File: src/hdl/tile_gid_source_rect_defines.svh
// Assertion macros shared by the tile id lookup block.
`ifndef TILE_GID_SOURCE_RECT_DEFINES_SVH
`define TILE_GID_SOURCE_RECT_DEFINES_SVH

// Implication checked at every clock edge outside reset.
`define TGSR_ASSERT_IMP(label, ante, cons, msg) \
    label: assert property (@(posedge clk) disable iff (!rst_n) (ante) |-> cons) \
        else $error(msg);

// A condition that must never be seen outside reset.
`define TGSR_ASSERT_NEVER(label, cond, msg) \
    label: assert property (@(posedge clk) disable iff (!rst_n) !(cond)) \
        else $error(msg);

`endif

File: src/hdl/tgsr_pkg.sv
// Types and constants shared by the tile id lookup modules.
package tgsr_pkg;

    localparam int ID_W      = 24;
    localparam int DIM_W     = 10;
    localparam int COLS_W    = 12;
    localparam int ENTRY_W   = 56;
    localparam int SET_W     = 3;
    localparam int COUNT_W   = 3;
    localparam int CFG_IDX_W = 3;
    localparam int X_W       = 22;
    localparam int Y_W       = 34;

    localparam int FIRST_LSB  = 0;
    localparam int WIDTH_LSB  = 24;
    localparam int HEIGHT_LSB = 34;
    localparam int COLS_LSB   = 44;

    localparam logic [CFG_IDX_W-1:0] CFG_COUNT   = 3'd0;
    localparam logic [CFG_IDX_W-1:0] CFG_ENTRY_A = 3'd1;

    typedef enum logic [1:0] {
        ST_OK      = 2'd0,
        ST_BELOW   = 2'd1,
        ST_NO_COLS = 2'd2
    } tgsr_status_t;

    // Classified request travelling from the front to the back.
    typedef struct packed {
        tgsr_status_t       status;
        logic [SET_W-1:0]   set_num;
        logic [ID_W-1:0]    local_idx;
        logic [DIM_W-1:0]   width;
        logic [DIM_W-1:0]   height;
        logic [COLS_W-1:0]  cols;
    } tgsr_item_t;

    // One stage of the restoring divider.
    typedef struct packed {
        tgsr_item_t         item;
        logic [COLS_W-1:0]  rem;
        logic [ID_W-1:0]    num;
    } tgsr_div_t;

    typedef struct packed {
        tgsr_status_t       status;
        logic [SET_W-1:0]   set_num;
        logic [ID_W-1:0]    local_idx;
        logic [X_W-1:0]     src_x;
        logic [Y_W-1:0]     src_y;
        logic [DIM_W-1:0]   width;
        logic [DIM_W-1:0]   height;
    } tgsr_result_t;

endpackage

File: src/hdl/tile_gid_source_rect.sv
// Top level of the global tile id to atlas source rectangle lookup.
//
// Usage: software writes the tileset table over the configuration channel
// (cfg_valid, cfg_ready, cfg_index, cfg_data) while no request is in flight.
// Index 0 is the tileset count, indexes 1 to 7 the packed entries; cfg_ready
// is always high. A request is taken at a rising edge where start is high
// and busy is low; one request can enter every cycle while busy stays low.
// Each result appears on the result ports for one cycle with done high.
// From the accepting edge a request passes the match register, the queue,
// ID_BITS stages of the divider by the column count (one quotient bit per
// stage), and the output register that takes the origin multiplies.
// The receiver cannot stall, so the back end drains the queue every cycle
// and busy stays low in normal use.
// Reset clears the table to one tileset entry of all zeros and empties the
// pipeline; no result is produced for requests in flight at reset.
`include "tile_gid_source_rect_defines.svh"

module tile_gid_source_rect
    import tgsr_pkg::*;
#(
    parameter int MAX_TILESETS = 7,
    parameter int ID_BITS      = 24
) (
    input  logic                 clk,
    input  logic                 rst_n,
    input  logic                 cfg_valid,
    output logic                 cfg_ready,
    input  logic [CFG_IDX_W-1:0] cfg_index,
    input  logic [ENTRY_W-1:0]   cfg_data,
    input  logic                 start,
    output logic                 busy,
    input  logic [ID_W-1:0]      global_id,
    output logic                 done,
    output logic [1:0]           status,
    output logic [SET_W-1:0]     set_number,
    output logic [ID_W-1:0]      local_index,
    output logic [X_W-1:0]       source_x,
    output logic [Y_W-1:0]       source_y,
    output logic [DIM_W-1:0]     rect_width,
    output logic [DIM_W-1:0]     rect_height
);

    localparam int LATENCY = ID_BITS + 3;

    logic         q_full;
    logic         fr_valid;
    tgsr_item_t   fr_item;
    logic         q_valid;
    tgsr_item_t   q_item;
    tgsr_result_t result;
    logic         err_out;
    logic         fields_zero;

    assign cfg_ready = 1'b1;

    tgsr_front #(
        .MAX_TILESETS (MAX_TILESETS),
        .ID_BITS      (ID_BITS)
    ) u_front (
        .clk        (clk),
        .rst_n      (rst_n),
        .cfg_wr     (cfg_valid && cfg_ready),
        .cfg_index  (cfg_index),
        .cfg_data   (cfg_data),
        .start      (start),
        .global_id  (global_id),
        .q_full     (q_full),
        .busy       (busy),
        .item_valid (fr_valid),
        .item       (fr_item)
    );

    tgsr_queue u_queue (
        .clk        (clk),
        .rst_n      (rst_n),
        .push       (fr_valid),
        .push_item  (fr_item),
        .pop        (1'b1),
        .full       (q_full),
        .head_valid (q_valid),
        .head_item  (q_item)
    );

    tgsr_back #(
        .ID_BITS (ID_BITS)
    ) u_back (
        .clk        (clk),
        .rst_n      (rst_n),
        .in_valid   (q_valid),
        .in_item    (q_item),
        .out_valid  (done),
        .out_result (result)
    );

    assign status      = result.status;
    assign set_number  = result.set_num;
    assign local_index = result.local_idx;
    assign source_x    = result.src_x;
    assign source_y    = result.src_y;
    assign rect_width  = result.width;
    assign rect_height = result.height;

    assign err_out     = done && (status != ST_OK);
    assign fields_zero = (set_number == '0) && (local_index == '0) && (source_x == '0)
                         && (source_y == '0) && (rect_width == '0) && (rect_height == '0);

    `TGSR_ASSERT_IMP(a_fixed_latency, start && !busy, ##LATENCY done, "result late")
    `TGSR_ASSERT_IMP(a_error_zero, err_out, fields_zero, "error result not cleared")
    `TGSR_ASSERT_NEVER(a_never_full, q_full, "queue filled although the back end drains it")

endmodule

File: src/hdl/tgsr_front.sv
// Front end: tileset table registers, request accept and tileset match.
module tgsr_front
    import tgsr_pkg::*;
#(
    parameter int MAX_TILESETS = 7,
    parameter int ID_BITS      = 24
) (
    input  logic                 clk,
    input  logic                 rst_n,
    input  logic                 cfg_wr,
    input  logic [CFG_IDX_W-1:0] cfg_index,
    input  logic [ENTRY_W-1:0]   cfg_data,
    input  logic                 start,
    input  logic [ID_W-1:0]      global_id,
    input  logic                 q_full,
    output logic                 busy,
    output logic                 item_valid,
    output tgsr_item_t           item
);

    localparam logic [ID_W-1:0] ID_MASK = ID_W'((64'd1 << ID_BITS) - 64'd1);

    logic [COUNT_W-1:0] count_reg;
    logic [ENTRY_W-1:0] entry_reg [MAX_TILESETS];
    logic               fr_valid_reg;
    tgsr_item_t         fr_item_reg;
    tgsr_item_t         item_next;
    logic               accept;

    always_ff @(posedge clk or negedge rst_n)
    begin
        if (!rst_n)
        begin
            count_reg <= COUNT_W'(1);
            for (int i = 0; i < MAX_TILESETS; i++)
            begin
                entry_reg[i] <= '0;
            end
        end
        else if (cfg_wr)
        begin
            if (cfg_index == CFG_COUNT)
            begin
                count_reg <= cfg_data[COUNT_W-1:0];
            end
            for (int i = 0; i < MAX_TILESETS; i++)
            begin
                if (cfg_index == CFG_IDX_W'(int'(CFG_ENTRY_A) + i))
                begin
                    entry_reg[i] <= cfg_data;
                end
            end
        end
    end

    // Every entry below the count is compared at once; the highest hit wins.
    // Entry numbers never reach MAX_TILESETS, so a larger count clamps itself.
    always_comb
    begin
        logic [ID_W-1:0]    gid_m;
        logic [ID_W-1:0]    first;
        logic [ENTRY_W-1:0] e_sel;
        logic [SET_W-1:0]   sel;
        logic               found;
        gid_m = global_id & ID_MASK;
        e_sel = '0;
        sel   = '0;
        found = 1'b0;
        for (int i = 0; i < MAX_TILESETS; i++)
        begin
            first = entry_reg[i][FIRST_LSB +: ID_W] & ID_MASK;
            if ((COUNT_W'(i) < count_reg) && (first <= gid_m))
            begin
                found = 1'b1;
                sel   = SET_W'(i);
                e_sel = entry_reg[i];
            end
        end
        first = e_sel[FIRST_LSB +: ID_W] & ID_MASK;
        item_next = '0;
        if (!found)
        begin
            item_next.status = ST_BELOW;
        end
        else if (e_sel[COLS_LSB +: COLS_W] == '0)
        begin
            item_next.status = ST_NO_COLS;
        end
        else
        begin
            item_next.status    = ST_OK;
            item_next.set_num   = sel;
            item_next.local_idx = gid_m - first;
            item_next.width     = e_sel[WIDTH_LSB +: DIM_W];
            item_next.height    = e_sel[HEIGHT_LSB +: DIM_W];
            item_next.cols      = e_sel[COLS_LSB +: COLS_W];
        end
    end

    assign busy   = fr_valid_reg && q_full;
    assign accept = start && !busy;

    always_ff @(posedge clk or negedge rst_n)
    begin
        if (!rst_n)
        begin
            fr_valid_reg <= 1'b0;
        end
        else if (accept)
        begin
            fr_valid_reg <= 1'b1;
        end
        else if (!q_full)
        begin
            fr_valid_reg <= 1'b0;
        end
    end

    always_ff @(posedge clk)
    begin
        if (accept)
        begin
            fr_item_reg <= item_next;
        end
    end

    assign item_valid = fr_valid_reg && !q_full;
    assign item       = fr_item_reg;

endmodule

File: src/hdl/tgsr_queue.sv
// Two-entry queue between the classifying front and the arithmetic back.
module tgsr_queue
    import tgsr_pkg::*;
(
    input  logic       clk,
    input  logic       rst_n,
    input  logic       push,
    input  tgsr_item_t push_item,
    input  logic       pop,
    output logic       full,
    output logic       head_valid,
    output tgsr_item_t head_item
);

    tgsr_item_t  slot_reg [2];
    logic        wptr_reg;
    logic        rptr_reg;
    logic [1:0]  cnt_reg;
    logic        do_pop;

    assign full       = (cnt_reg == 2'd2);
    assign head_valid = (cnt_reg != 2'd0);
    assign head_item  = slot_reg[rptr_reg];
    assign do_pop     = pop && head_valid;

    always_ff @(posedge clk or negedge rst_n)
    begin
        if (!rst_n)
        begin
            wptr_reg <= 1'b0;
            rptr_reg <= 1'b0;
            cnt_reg  <= 2'd0;
        end
        else
        begin
            if (push)
            begin
                wptr_reg <= ~wptr_reg;
            end
            if (do_pop)
            begin
                rptr_reg <= ~rptr_reg;
            end
            if (push && !do_pop)
            begin
                cnt_reg <= cnt_reg + 2'd1;
            end
            else if (!push && do_pop)
            begin
                cnt_reg <= cnt_reg - 2'd1;
            end
        end
    end

    always_ff @(posedge clk)
    begin
        if (push)
        begin
            slot_reg[wptr_reg] <= push_item;
        end
    end

endmodule

File: src/hdl/tgsr_back.sv
// Back end: pipelined divide by the column count, then the origin multiplies.
module tgsr_back
    import tgsr_pkg::*;
#(
    parameter int ID_BITS = 24
) (
    input  logic         clk,
    input  logic         rst_n,
    input  logic         in_valid,
    input  tgsr_item_t   in_item,
    output logic         out_valid,
    output tgsr_result_t out_result
);

    tgsr_div_t    stg_in    [ID_BITS];
    tgsr_div_t    stg_next  [ID_BITS];
    tgsr_div_t    stg_reg   [ID_BITS];
    logic         vld_in    [ID_BITS];
    logic         vld_reg   [ID_BITS];
    tgsr_result_t result_next;
    tgsr_result_t result_reg;
    logic         done_reg;

    // One quotient bit per stage, most significant first.
    for (genvar k = 0; k < ID_BITS; k++)
    begin : g_div
        if (k == 0)
        begin : g_first
            always_comb
            begin
                stg_in[k].item = in_item;
                stg_in[k].rem  = '0;
                stg_in[k].num  = in_item.local_idx;
                vld_in[k]      = in_valid;
            end
        end
        else
        begin : g_rest
            always_comb
            begin
                stg_in[k] = stg_reg[k-1];
                vld_in[k] = vld_reg[k-1];
            end
        end

        always_comb
        begin
            logic [COLS_W:0] trial;
            logic            qbit;
            trial = {stg_in[k].rem, stg_in[k].num[ID_BITS-1]};
            qbit  = (trial >= {1'b0, stg_in[k].item.cols});
            stg_next[k].item = stg_in[k].item;
            if (qbit)
            begin
                stg_next[k].rem = COLS_W'(trial - {1'b0, stg_in[k].item.cols});
            end
            else
            begin
                stg_next[k].rem = trial[COLS_W-1:0];
            end
            stg_next[k].num = {stg_in[k].num[ID_W-2:0], qbit};
        end

        always_ff @(posedge clk or negedge rst_n)
        begin
            if (!rst_n)
            begin
                vld_reg[k] <= 1'b0;
            end
            else
            begin
                vld_reg[k] <= vld_in[k];
            end
        end

        always_ff @(posedge clk)
        begin
            stg_reg[k] <= stg_next[k];
        end
    end

    // Error items carry zero width and height, so both products come out zero.
    always_comb
    begin
        tgsr_div_t       last;
        logic [ID_W-1:0] quot;
        last = stg_reg[ID_BITS-1];
        quot = ID_W'(last.num[ID_BITS-1:0]);
        result_next.status    = last.item.status;
        result_next.set_num   = last.item.set_num;
        result_next.local_idx = last.item.local_idx;
        result_next.src_x     = X_W'(last.item.width) * X_W'(last.rem);
        result_next.src_y     = Y_W'(last.item.height) * Y_W'(quot);
        result_next.width     = last.item.width;
        result_next.height    = last.item.height;
    end

    always_ff @(posedge clk or negedge rst_n)
    begin
        if (!rst_n)
        begin
            done_reg <= 1'b0;
        end
        else
        begin
            done_reg <= vld_reg[ID_BITS-1];
        end
    end

    always_ff @(posedge clk)
    begin
        result_reg <= result_next;
    end

    assign out_valid  = done_reg;
    assign out_result = result_reg;

endmodule

File: config.mk
export PLATFORM = sky130hd
export DESIGN_NAME = tile_gid_source_rect
export DESIGN_NICKNAME = d
export VERILOG_FILES = /design/src/hdl/tgsr_pkg.sv /design/src/hdl/tile_gid_source_rect.sv /design/src/hdl/tgsr_front.sv /design/src/hdl/tgsr_queue.sv /design/src/hdl/tgsr_back.sv
export VERILOG_INCLUDE_DIRS = /design/src /design/src/hdl
export SDC_FILE = /design/constraint.sdc
export NUM_CORES = 2
export LEC_CHECK = 0
export BUFFER_PORTS_ARGS = -buffer_cell sky130_fd_sc_hd__buf_2
export CORE_MARGIN = 1.5
export CORE_UTILIZATION = 55
export CTS_CLUSTER_SIZE = 30
export DETAILED_ROUTE_END_ITERATION = 8
export PLACE_DENSITY = 0.74
export SKIP_LAST_GASP = 1
export SYNTH_ARGS = -nofsm -noshare
export SYNTH_HDL_FRONTEND = slang
export SYNTH_HIERARCHICAL = 1
export SYNTH_SLANG_ARGS = --single-unit
File: constraint.sdc
create_clock -name clk -period 5.8 [get_ports clk]
set_input_delay 0.29 -clock clk [delete_from_list [all_inputs] [get_ports clk]]
set_output_delay 0.29 -clock clk [all_outputs]
set_load 0.005 [all_outputs]
==> impl_results.rst <==
.. list-table::
   :header-rows: 1

   * - Metric
     - Value
   * - Fraction of layout cells with a size suffix above 1
     - 0.1838
   * - Routed wire length per instance
     - around 18 microns
   * - DRT Wirelength
     - 204.8 mm
   * - Critical path class
     - register to register
   * - CP Capture Type
     - register
   * - Critical path arrival
     - about 6300 ps
   * - Die Footprint
     - 186300 sq um
   * - Number of antenna violations at the first check in global routing
     - 5
   * - IO Port Bufs
     - between 150 and 200
   * - Core Util, Final
     - 0.6395
   * - Count of flip-flops with a built-in enable after synthesis
     - 183
   * - Vias in the first global route
     - 62379
   * - Post-synth top flop
     - dfxtp_1
   * - Hold path startpoint
     - global_id[2]
   * - Worst Setup Start Kind
     - register
   * - Metal2 WL
     - around 100 mm
   * - Clock sink count
     - 2753
   * - Flop2flop setup slack
     - around 150 ps
   * - Count of cells along the worst hold path
     - 4
   * - Iteration count of the initial detailed-routing pass
     - 8
   * - Total vias in the final route
     - roughly 60000
   * - Maximum net fanout on the critical path
     - 4
   * - Clock slew at the register clock pins of the worst setup and hold paths
     - around 60 ps
   * - Die height
     - 431.6 microns
   * - GRT Util Overall
     - 0.2200
   * - Count leader, synth
     - dfxtp_1
   * - Cts bufs inserted
     - 284
   * - Number of fill cells
     - 13603
   * - Slowest library cell on the worst path
     - fa_1
   * - Clock tree from TritonCTS
     - yes
   * - Horizontal die dimension
     - 431.6 microns
   * - Half-perimeter wire length of the detailed placement result
     - around 140 mm
   * - Critical path's largest stage delay
     - roughly 420 ps
   * - Cell type with the largest total area after synthesis
     - dfxtp_1
   * - Unrepaired setup endpoints after global routing
     - yes
   * - Post-Synthesis Mean Instance Area
     - between 10 and 15 sq um
   * - Latest clock arrival within the worst-skew pair
     - between 900 and 1000 ps
   * - Growth of design area from synthesis to finish
     - 15.74%
   * - Wire length of the first global-routing pass
     - 327.3 mm
   * - Violation count after the first detailed-routing iteration
     - 3344
   * - Final period util
     - 0.9734
   * - Detail-routed via count per cell
     - between 5 and 6
   * - Reg-to-reg critical path endpoint
     - u_front/item[52]
   * - Pre-CTS worst setup slack
     - -893.7 ps
   * - I/O pins
     - slightly below 200
   * - Met3 wire length
     - approximately 8.7 mm
   * - Depth of the CTS H-tree
     - 5
   * - Maximum Capacitance Violations
     - 0
   * - Instance count of the mapped netlist
     - 8125
   * - Pin count of the biggest net entering global routing
     - 113
   * - Setup Viol. Count Final
     - 0
   * - Clock Path Buffers
     - 4
   * - Maximum clock frequency
     - roughly 180 MHz
   * - Most frequent cells after synthesis
     - dfxtp_1, inv_1, ha_1
   * - M1 wire length
     - 88.74 mm
   * - FF-to-FF Start
     - u_front/entry_reg[246]
   * - Transition time of the tightest slew-check pin
     - 1157 ps
   * - Hold/Removal Path Class
     - input pin to register
   * - Number of warning messages in the yosys log
     - 6
   * - Number of different library cells in the post-synthesis netlist
     - 103
   * - Initial cell density of the core
     - 0.5525
   * - Drc violations
     - 0
   * - Root buf cell
     - clkbuf_16
   * - Cell area after synthesis
     - 101000 sq um
   * - Number of flip-flops and latches in the synthesized netlist
     - approximately 2800
   * - Area share of the largest cell type after synthesis
     - 0.4250
   * - Least setup slack across all paths after layout
     - 154.2 ps
   * - Count of final hold-check violations
     - 0
   * - Highest metal used
     - met5
   * - Clock skew after layout
     - 57.00 ps
   * - Post-route ant nets
     - 0
   * - Share of synthesized area occupied by flip-flops and latches
     - 0.5846
   * - Largest cells by area after synthesis
     - dfxtp_1, dfrtp_1, ha_1, mux2_2, fa_1
   * - Number of nets in the layout
     - between 9000 and 10000
   * - Max-slew violation total from the final report
     - 0
   * - Final TNS setup
     - 0 ps
   * - Cells on worst reg2reg path
     - 28
   * - Hold-critical path endpoint
     - u_front/item[34]
   * - Number of rows in the core area
     - 157
   * - Required time at the worst-slack endpoint
     - approximately 6400 ps
   * - Status
     - completed
   * - Post-route minimum period
     - 5646 ps
   * - Rel. slew slack
     - 0.2238
   * - Routability-driven placement congestion ratio
     - 0.9288
   * - Core Region
     - 182900 sq um
   * - Share of flip-flops with an asynchronous set or reset
     - 0.1544
   * - Final global-route overflow total
     - 0
   * - Flip-flop count of the largest register after layout
     - 2040
[area by class of cell]
cell class	instances	area, sq um	area share
Antenna cell	4	10.01	0.00008559
Sequential cell	2753	59090	0.5053
Inverter	726	2725	0.02330
Clock inverter	111	1154	0.009864
Timing Repair Buffer	591	4278	0.03658
Tap cell	2464	3083	0.02636
Clock buffer	379	8142	0.06962
Multi-Input combinational cell	4429	38470	0.3289
[metal layers]
layer  vias to the layer above  GRT usage
li1                      28988          -
met1                     29339     0.2774
met2                      1312     0.3820
met3                       406    0.03428
met4                         2    0.07925
met5                         -          0
[placed cells by master, fill, tap and decap left out, types with 63 or more instances in the layout]
cell type and n:
buf_2 192, edfxtp_1 183, ha_1 596, nor2b_1 86, dlygate4sd3_1 63, dfrtp_1 423, nand3_1 105, nor2_1 250
a21oi_1 299, nor3_1 85, mux2_2 504, and2_1 204, o21ai_1 94, nand2_1 426, a21o_1 127, buf_4 321
xor2_1 86, clkbuf_16 298, xnor2_1 131, o21ai_0 168, fa_1 276, mux2_1 97, inv_1 726, dfxtp_1 2138
[cells by family (layout without fill, tap and decap cells)]
logic type,after synthesis,after routing,synth area share
compound gates,1208,1208,0.07899
other cells,1,6,0.00003711
flops,2753,2753,0.5846
xor+xnor,217,217,0.01881
buf+inv,944,1807,0.03737
mux,709,709,0.08060
simple gates,1421,1421,0.07108
fa+ha+maj,872,872,0.1285
[per-stage QoR]
| step | cells | instance area [sq um] | hold WS (ps) |
|---|---|---|---|
| floorplan | 8126 | 101100 | -5.591 |
| global placement | 10891 | 106700 | 289.5 |
| detailed placement | 10891 | 106700 | 294.8 |
| CTS | 11445 | 116700 | 21.64 |
| global route | 11455 | 116900 | 61.44 |
| finish | 11457 | 116900 | 63.75 |
[worst max-delay path, delay by kind of cell (launching register included)]
family / cells / cell delay, ps
buffers and inverters: 4 / 660
AND/OR/NAND/NOR: 5 / 860
flip-flops: 1 / 400
adder cells (fa/ha/maj): 3 / 960
AO/OA/AOI/OAI: 15 / 2390
XOR/XNOR: 1 / 140
[worst max-delay path by stage]
stage	from	slack, ps	endpoint	cells after the start
global placement	global_id[9]	-780	u_front/item[53]	30
detailed placement	global_id[9]	-890	u_front/item[51]	30
floorplan	global_id[19]	20	u_front/item[52]	25
finish	u_front/entry_reg[246]	150	u_front/item[52]	28
global route	u_front/entry_reg[129]	-40	u_front/item[51]	27
CTS	u_front/entry_reg[247]	-2	u_front/item[51]	29
[what timing repair did]
action	4_1_cts	5_1_grt
pin swaps	6	19
hold endpoints to repair	722	0
endpoints found under the setup margin	10	23
resized for setup	20	47
buffers inserted	0	9
hold buffers	64	0
Power is left out: the tool's default activity adds up to more than one toggle a clock period on the data nets, which glitch-free logic cannot reach.
